<file path="config.mk">
export PLATFORM = sky130hd
export DESIGN_NAME = binary_semaphore_wait_queue
export DESIGN_NICKNAME = d
export VERILOG_FILES = /design/src/hw/rtl/bsw_pkg.sv /design/src/hw/rtl/bsw_ram.sv /design/src/hw/rtl/binary_semaphore_wait_queue.sv
export SDC_FILE = /design/constraint.sdc
export NUM_CORES = 1
export LEC_CHECK = 0
export BUFFER_PORTS_ARGS = -buffer_cell sky130_fd_sc_hd__buf_4
export CORE_MARGIN = 10
export CORE_UTILIZATION = 50
export DETAILED_ROUTE_END_ITERATION = 12
export GPL_ROUTABILITY_DRIVEN = 0
export PLACE_DENSITY = 0.68
export SLEW_MARGIN = 15
export SYNTH_ARGS = -nofsm -noshare
export SYNTH_HDL_FRONTEND = slang
export SYNTH_SLANG_ARGS = --single-unit
</file>
<file path="constraint.sdc">
create_clock -name clock -period 2.4 [get_ports clock]
set_input_delay 0.12 -clock clock [delete_from_list [all_inputs] [get_ports clock]]
set_output_delay 0.12 -clock clock [all_outputs]
set_load 0.005 [all_outputs]
</file>
<file path="src/hw/rtl/bsw_pkg.sv">
// Shared types and constants for the binary semaphore wait queue.
// No dependencies.
`timescale 1ns / 1ps

package bsw_pkg;

   localparam int MAX_THREADS = 64;
   localparam int THREAD_W    = 6;
   localparam int IDX_W       = $clog2(MAX_THREADS);
   localparam int CNT_W       = $clog2(MAX_THREADS + 1);
   localparam int STATUS_W    = 3;

   localparam logic FUNC_DOWN = 1'b0;
   localparam logic FUNC_UP   = 1'b1;

   localparam logic [STATUS_W-1:0] ST_ACQUIRED = 3'd0;
   localparam logic [STATUS_W-1:0] ST_QUEUED   = 3'd1;
   localparam logic [STATUS_W-1:0] ST_DROPPED  = 3'd2;
   localparam logic [STATUS_W-1:0] ST_FREED    = 3'd3;
   localparam logic [STATUS_W-1:0] ST_WOKEN    = 3'd4;

   typedef struct packed {
      logic                func;
      logic [THREAD_W-1:0] thread_id;
   } req_type;

   typedef struct packed {
      logic [STATUS_W-1:0] status;
      logic [THREAD_W-1:0] woken_thread;
      logic [CNT_W-1:0]    waiters;
   } rsp_type;

endpackage

</file>
<file path="src/hw/rtl/bsw_ram.sv">
// Generic single-write, single-read synchronous RAM, registered read data.
// No dependencies.
`timescale 1ns / 1ps

module bsw_ram #(
   parameter int WIDTH = 8,
   parameter int DEPTH = 16
) (
   input  logic                     clock,
   input  logic                     wr_en,
   input  logic [$clog2(DEPTH)-1:0] wr_addr,
   input  logic [WIDTH-1:0]         wr_data,
   input  logic                     rd_en,
   input  logic [$clog2(DEPTH)-1:0] rd_addr,
   output logic [WIDTH-1:0]         rd_data
);

   logic [WIDTH-1:0] mem [DEPTH];
   logic [WIDTH-1:0] rd_data_ff;

   always_ff @(posedge clock) begin
      if (wr_en) begin
         mem[wr_addr] <= wr_data;
      end
      if (rd_en) begin
         rd_data_ff <= mem[rd_addr];
      end
   end

   assign rd_data = rd_data_ff;

endmodule

</file>
<file path="src/hw/rtl/binary_semaphore_wait_queue.sv">
// Binary semaphore with a FIFO ring of waiting thread numbers.
// A taken request gives its result beat in the cycle after, unless csr_we is also high.
// Throughput: one request per cycle; busy never rises. The wait ring sits in
// bsw_ram, read at the head on an up beat and written at the tail on a down.
// Synchronous reset frees the lock and empties the ring (no clearing pass).
// The result beat cannot be stalled. Uses bsw_pkg and bsw_ram.
`timescale 1ns / 1ps

module binary_semaphore_wait_queue (
   input  logic             clock,
   input  logic             reset,
   input  logic             start,
   output logic             busy,
   input  bsw_pkg::req_type req_data,
   output logic             rsp_strobe,
   output bsw_pkg::rsp_type rsp_data,
   input  logic             csr_we,
   input  logic             csr_wdata
);

   import bsw_pkg::*;

   logic                lock_free_ff, lock_free_in;
   logic [IDX_W-1:0]    head_ff, head_in;
   logic [IDX_W-1:0]    tail_ff, tail_in;
   logic [CNT_W-1:0]    count_ff, count_in;
   logic                rsp_valid_ff, rsp_valid_in;
   logic [STATUS_W-1:0] status_ff, status_in;
   logic [CNT_W-1:0]    waiters_ff, waiters_in;

   logic                accept;
   logic                push;
   logic                pop;
   logic [THREAD_W-1:0] ring_rdata;

   localparam logic [IDX_W-1:0] LAST_IDX = IDX_W'(MAX_THREADS - 1);
   localparam logic [CNT_W-1:0] FULL_CNT = CNT_W'(MAX_THREADS);
   localparam logic [IDX_W-1:0] IDX_ONE  = IDX_W'(1);
   localparam logic [CNT_W-1:0] CNT_ONE  = CNT_W'(1);

   assign busy   = 1'b0;
   assign accept = start && !busy;

   always_comb begin
      lock_free_in = lock_free_ff;
      head_in      = head_ff;
      tail_in      = tail_ff;
      count_in     = count_ff;
      status_in    = status_ff;
      push         = 1'b0;
      pop          = 1'b0;
      if (csr_we) begin
         lock_free_in = csr_wdata;
         head_in      = '0;
         tail_in      = '0;
         count_in     = '0;
      end else if (accept) begin
         if (req_data.func == FUNC_DOWN) begin
            if (lock_free_ff) begin
               lock_free_in = 1'b0;
               status_in    = ST_ACQUIRED;
            end else if (count_ff == FULL_CNT) begin
               status_in = ST_DROPPED;
            end else begin
               push      = 1'b1;
               tail_in   = (tail_ff == LAST_IDX) ? '0 : tail_ff + IDX_ONE;
               count_in  = count_ff + CNT_ONE;
               status_in = ST_QUEUED;
            end
         end else begin
            if (count_ff != '0) begin
               pop       = 1'b1;
               head_in   = (head_ff == LAST_IDX) ? '0 : head_ff + IDX_ONE;
               count_in  = count_ff - CNT_ONE;
               status_in = ST_WOKEN;
            end else begin
               lock_free_in = 1'b1;
               status_in    = ST_FREED;
            end
         end
      end
      rsp_valid_in = accept && !csr_we;
      waiters_in   = count_in;
   end

   always_ff @(posedge clock) begin
      if (reset) begin
         lock_free_ff <= 1'b1;
         head_ff      <= '0;
         tail_ff      <= '0;
         count_ff     <= '0;
         rsp_valid_ff <= 1'b0;
      end else begin
         lock_free_ff <= lock_free_in;
         head_ff      <= head_in;
         tail_ff      <= tail_in;
         count_ff     <= count_in;
         rsp_valid_ff <= rsp_valid_in;
      end
      status_ff  <= status_in;
      waiters_ff <= waiters_in;
   end

   // Pop reads head in the accept cycle; data lands with the result beat.
   // A push and a pop never share a cycle, so no forwarding is needed.
   bsw_ram #(
      .WIDTH (THREAD_W),
      .DEPTH (MAX_THREADS)
   ) u_ring (
      .clock   (clock),
      .wr_en   (push),
      .wr_addr (tail_ff),
      .wr_data (req_data.thread_id),
      .rd_en   (pop),
      .rd_addr (head_ff),
      .rd_data (ring_rdata)
   );

   always_comb begin
      rsp_data.status       = status_ff;
      rsp_data.woken_thread = (status_ff == ST_WOKEN) ? ring_rdata : '0;
      rsp_data.waiters      = waiters_ff;
   end

   assign rsp_strobe = rsp_valid_ff;

   a_count_range : assert property (@(posedge clock) disable iff (reset)
      count_ff <= FULL_CNT)
      else $error("wait count above ring depth");

   a_free_empty : assert property (@(posedge clock) disable iff (reset)
      lock_free_ff |-> (count_ff == '0))
      else $error("lock free while threads wait");

   a_ptr_match : assert property (@(posedge clock) disable iff (reset)
      (count_ff == '0) |-> (head_ff == tail_ff))
      else $error("empty ring with head and tail apart");

   a_one_beat : assert property (@(posedge clock) disable iff (reset)
      (accept && !csr_we) |=> rsp_strobe)
      else $error("accepted request gave no result beat");

   a_woken_count : assert property (@(posedge clock) disable iff (reset)
      (rsp_strobe && (status_ff == ST_WOKEN)) |-> (waiters_ff < FULL_CNT))
      else $error("woken beat reports a full ring");

endmodule

</file>
==> impl_metrics.yaml <==
worst_hold_path:
  min_path_cells: 5
  holdCritPathClass: "input pin to flip-flop"
synth:
  synth_warnings: 0
  synth_top_area_share_pct: 68.8
  ys_ff_latch: 421
  synth-edff-count: 393
  yosysTopAreaCell: "edfxtp_1"
  netlist_area_sq_mm: 0.0172
  netlist_instances: 951
  synthFlopType: "edfxtp_1"
  synth_area_leaders: "edfxtp_1, mux4_2, mux2i_1"
  syn_nets: 967
  ys_top_cells_by_count: "edfxtp_1, nor2_1, mux4_2"
  ys_seq_area_share_pct: 72.0
  synth.most_common_cell: "edfxtp_1"
  post_synth_num_cell_types: 64
  async_flop_share_pct: 0
  synth.avg_cell_area_sq_um: 18.0
grt:
  grt_max_degree: 65
  grt_usage_pct: 18.4
  grt-busiest-layer: "met2"
  antenna_found_initial: 0
  first_global_vias: 9466
  met2_usage_pct: 30.9
  grt_overflow: 0
  grt_use_met1_pct: 24.5
  groute.layer.met3.usage_pct: 2.78
  grt_pass1_wl_mm: 58.7
setup_path:
  critPathRequiredTime_ps: 2710
  arrival_ps: 2650
  cp-start-kind: "flip-flop"
  cp_cell_sequence: "buf_12, mux4_2, mux2_2, a22o_1, nor2_1, o32ai_1"
  r2r_cells: 6
  slowest_stage: "mux4_2"
  critPathKind: "flip-flop to flip-flop"
  cp-end-kind: "flip-flop"
  slowest_delay_ps: 510
  cp_max_fo: 10
routing:
  drt-wirelength-per-cell_microns: 24.3
  drc: 0
  drtAntennaViolNets: 0
  drtIter0Drc: 825
  dr.pass1.iters: 5
  post_drt_via_cell_ratio: 5.85
  vias: 9311
  totalWireLength_mm: 38.7
power:
  power_leakage_nw: 6.63
  power_mw: 15.4
  ir_drop_uv: 573
  power_density_mw_per_mm2: 754
place:
  port-buffer-count: 28
  hpwl_mm: 24.5
  place_inst: 1498
  dpl_cell_area_sq_mm: 0.0187
cells_and_area:
  multi_input_area_sq_mm: 0.00445
  layout.cells.non_filler: 1591
  register_area_sq_mm: 0.0124
  n_antenna_cell: 0
  drive_gt1_share_pct: 30.5
  fillerInstances: 2427
  final_area_sq_mm: 0.0204
  area_growth_pct: 18.7
  fin_nets: 1126
clocking:
  clk_pin_slew_ps: 60
  clock_sinks: 421
  numCtsBuffers: 44
  clkLatencyLatePin_ps: 560
  clockRootBuffer: "clkbuf_16"
  cts_tree: "done"
  h-tree-depth: 2
  cts_buffer_depth: 3
sta:
  worstMarginPinSlew_ps: 731
  finalSetupViolCount: 0
  min_period_ps: 2340
  report.final.slew_viol_count: 0
  finalHoldViolCount: 0
  finalClockSkew_ps: 31.9
  setup-tns-final_ps: 0
  fin_hold_ws_ps: 71.6
  maxSlewHeadroom_pct: 51.3
  period_share_pct: 97.4
  clock.fmax_ghz: 0.428
floorplan:
  num_rows: 67
  core-area_sq_mm: 0.0337
  dieArea_sq_mm: 0.0421
  die_y_microns: 205
  die_w_microns: 205
  ios: 30
  start_util_pct: 50.9
job:
  cap_violations: 0
run_status:
  status: "completed"
[critical path: cells and delay by family, from the launching register on]
family                 cells  cell delay (ps)
buffers and inverters      1              190
muxes                      2              790
DFF                        1              480
and+or+nand+nor            1              250
AOI/OAI and AO/OA          2              360
[cell type report]
cell class,count,area share (%)
multi-input combinational,465,21.8
timing repair buffer,168,6.99
tap,448,2.75
clock inverter,24,1.58
sequential,421,60.7
inverter,10,0.184
clock buffer,55,5.92
[path summary, 6_finish.rpt]
path,from,to,slack (ps)
min reg2reg,tail_ff[1],tail_ff[1],530
min,req_data[6],head_ff[1],70
max reg2reg,head_ff[0],u_ring.rd_data[0],60
max,head_ff[0],u_ring.rd_data[0],60
[registers in the layout (all words and copies together) (netlist names)]
name	count
status_ff	3
u_ring.mem	384
rsp_strobe	1
waiters_ff	7
lock_free_ff	1
tail_ff	6
count_ff	7
u_ring.rd_data	6
head_ff	6
[routing by layer]
layer  up-vias  part of all wire, %  wire (microns)
met2       294                   51           19600
met3        63                  5.5            2140
met5         -                    0               0
met1      4820                   42           16100
met4         0                  2.3             877
li1       4134                    -               -
[metrics by stage]
stage	worst slack (ps)	utilization (%)
2_1_floorplan	23.2	-
3_3_place_gp	-112	55.4
3_5_place_dp	-104	55.4
4_1_cts	32.3	60.3
5_1_grt	-11.3	60.4
6_report	63.4	60.4
[report_power, final]
group	total, mW	switching, mW	internal (mW)
Sequential	8.03	0.00454	8.02
Combinational	0.247	0.181	0.0659
Clock	7.09	2.83	4.25
Total	15.4	3.02	12.3
[logic make-up (layout without fill, tap and decap cells)]
logic type / Yosys count / count (layout) / synth area share [%]
compound gates: 91 / 91 / 4.15
flops: 421 / 421 / 72.0
other cells: 1 / 1 / 0.0219
mux: 145 / 145 / 14.2
fa+ha+maj: 4 / 4 / 0.292
simple gates: 215 / 215 / 6.64
buf+inv: 65 / 257 / 2.19
xor+xnor: 9 / 9 / 0.459
[cell usage in the layout (no fill, tap or decap), drive strengths merged, types with 5 or more instances in the layout]
cell	netlist	routed
o221ai	6	6
nand3	17	17
or3	8	8
bufinv	0	6
o32ai	5	5
xnor2	5	5
a211oi	5	5
nor2b	17	17
nand3b	6	6
a22oi	14	14
nand4b	5	5
and2	8	8
clkbuf	15	55
a21oi	14	14
nand4	6	6
mux4	78	78
o21ai	15	15
o22ai	5	5
edfxtp	393	393
nor3	8	8
nor2	96	96
nand2	32	32
buf	40	161
inv	10	16
dlygate4sd3	0	7
dfxtp	28	28
clkinv	0	9
mux2i	57	57
mux2	10	10
[repair_timing]
| action | 4_1_cts | 5_1_grt |
|---|---|---|
| gates resized for setup | 0 | 8 |
| hold endpoints to repair | 12 | 0 |
| setup buffers | 4 | 3 |
| setup endpoints to repair | 6 | 35 |
| pin swaps | 0 | 1 |
| hold buffers | 7 | 0 |
Note: power is estimated with default switching activity, not from simulation.
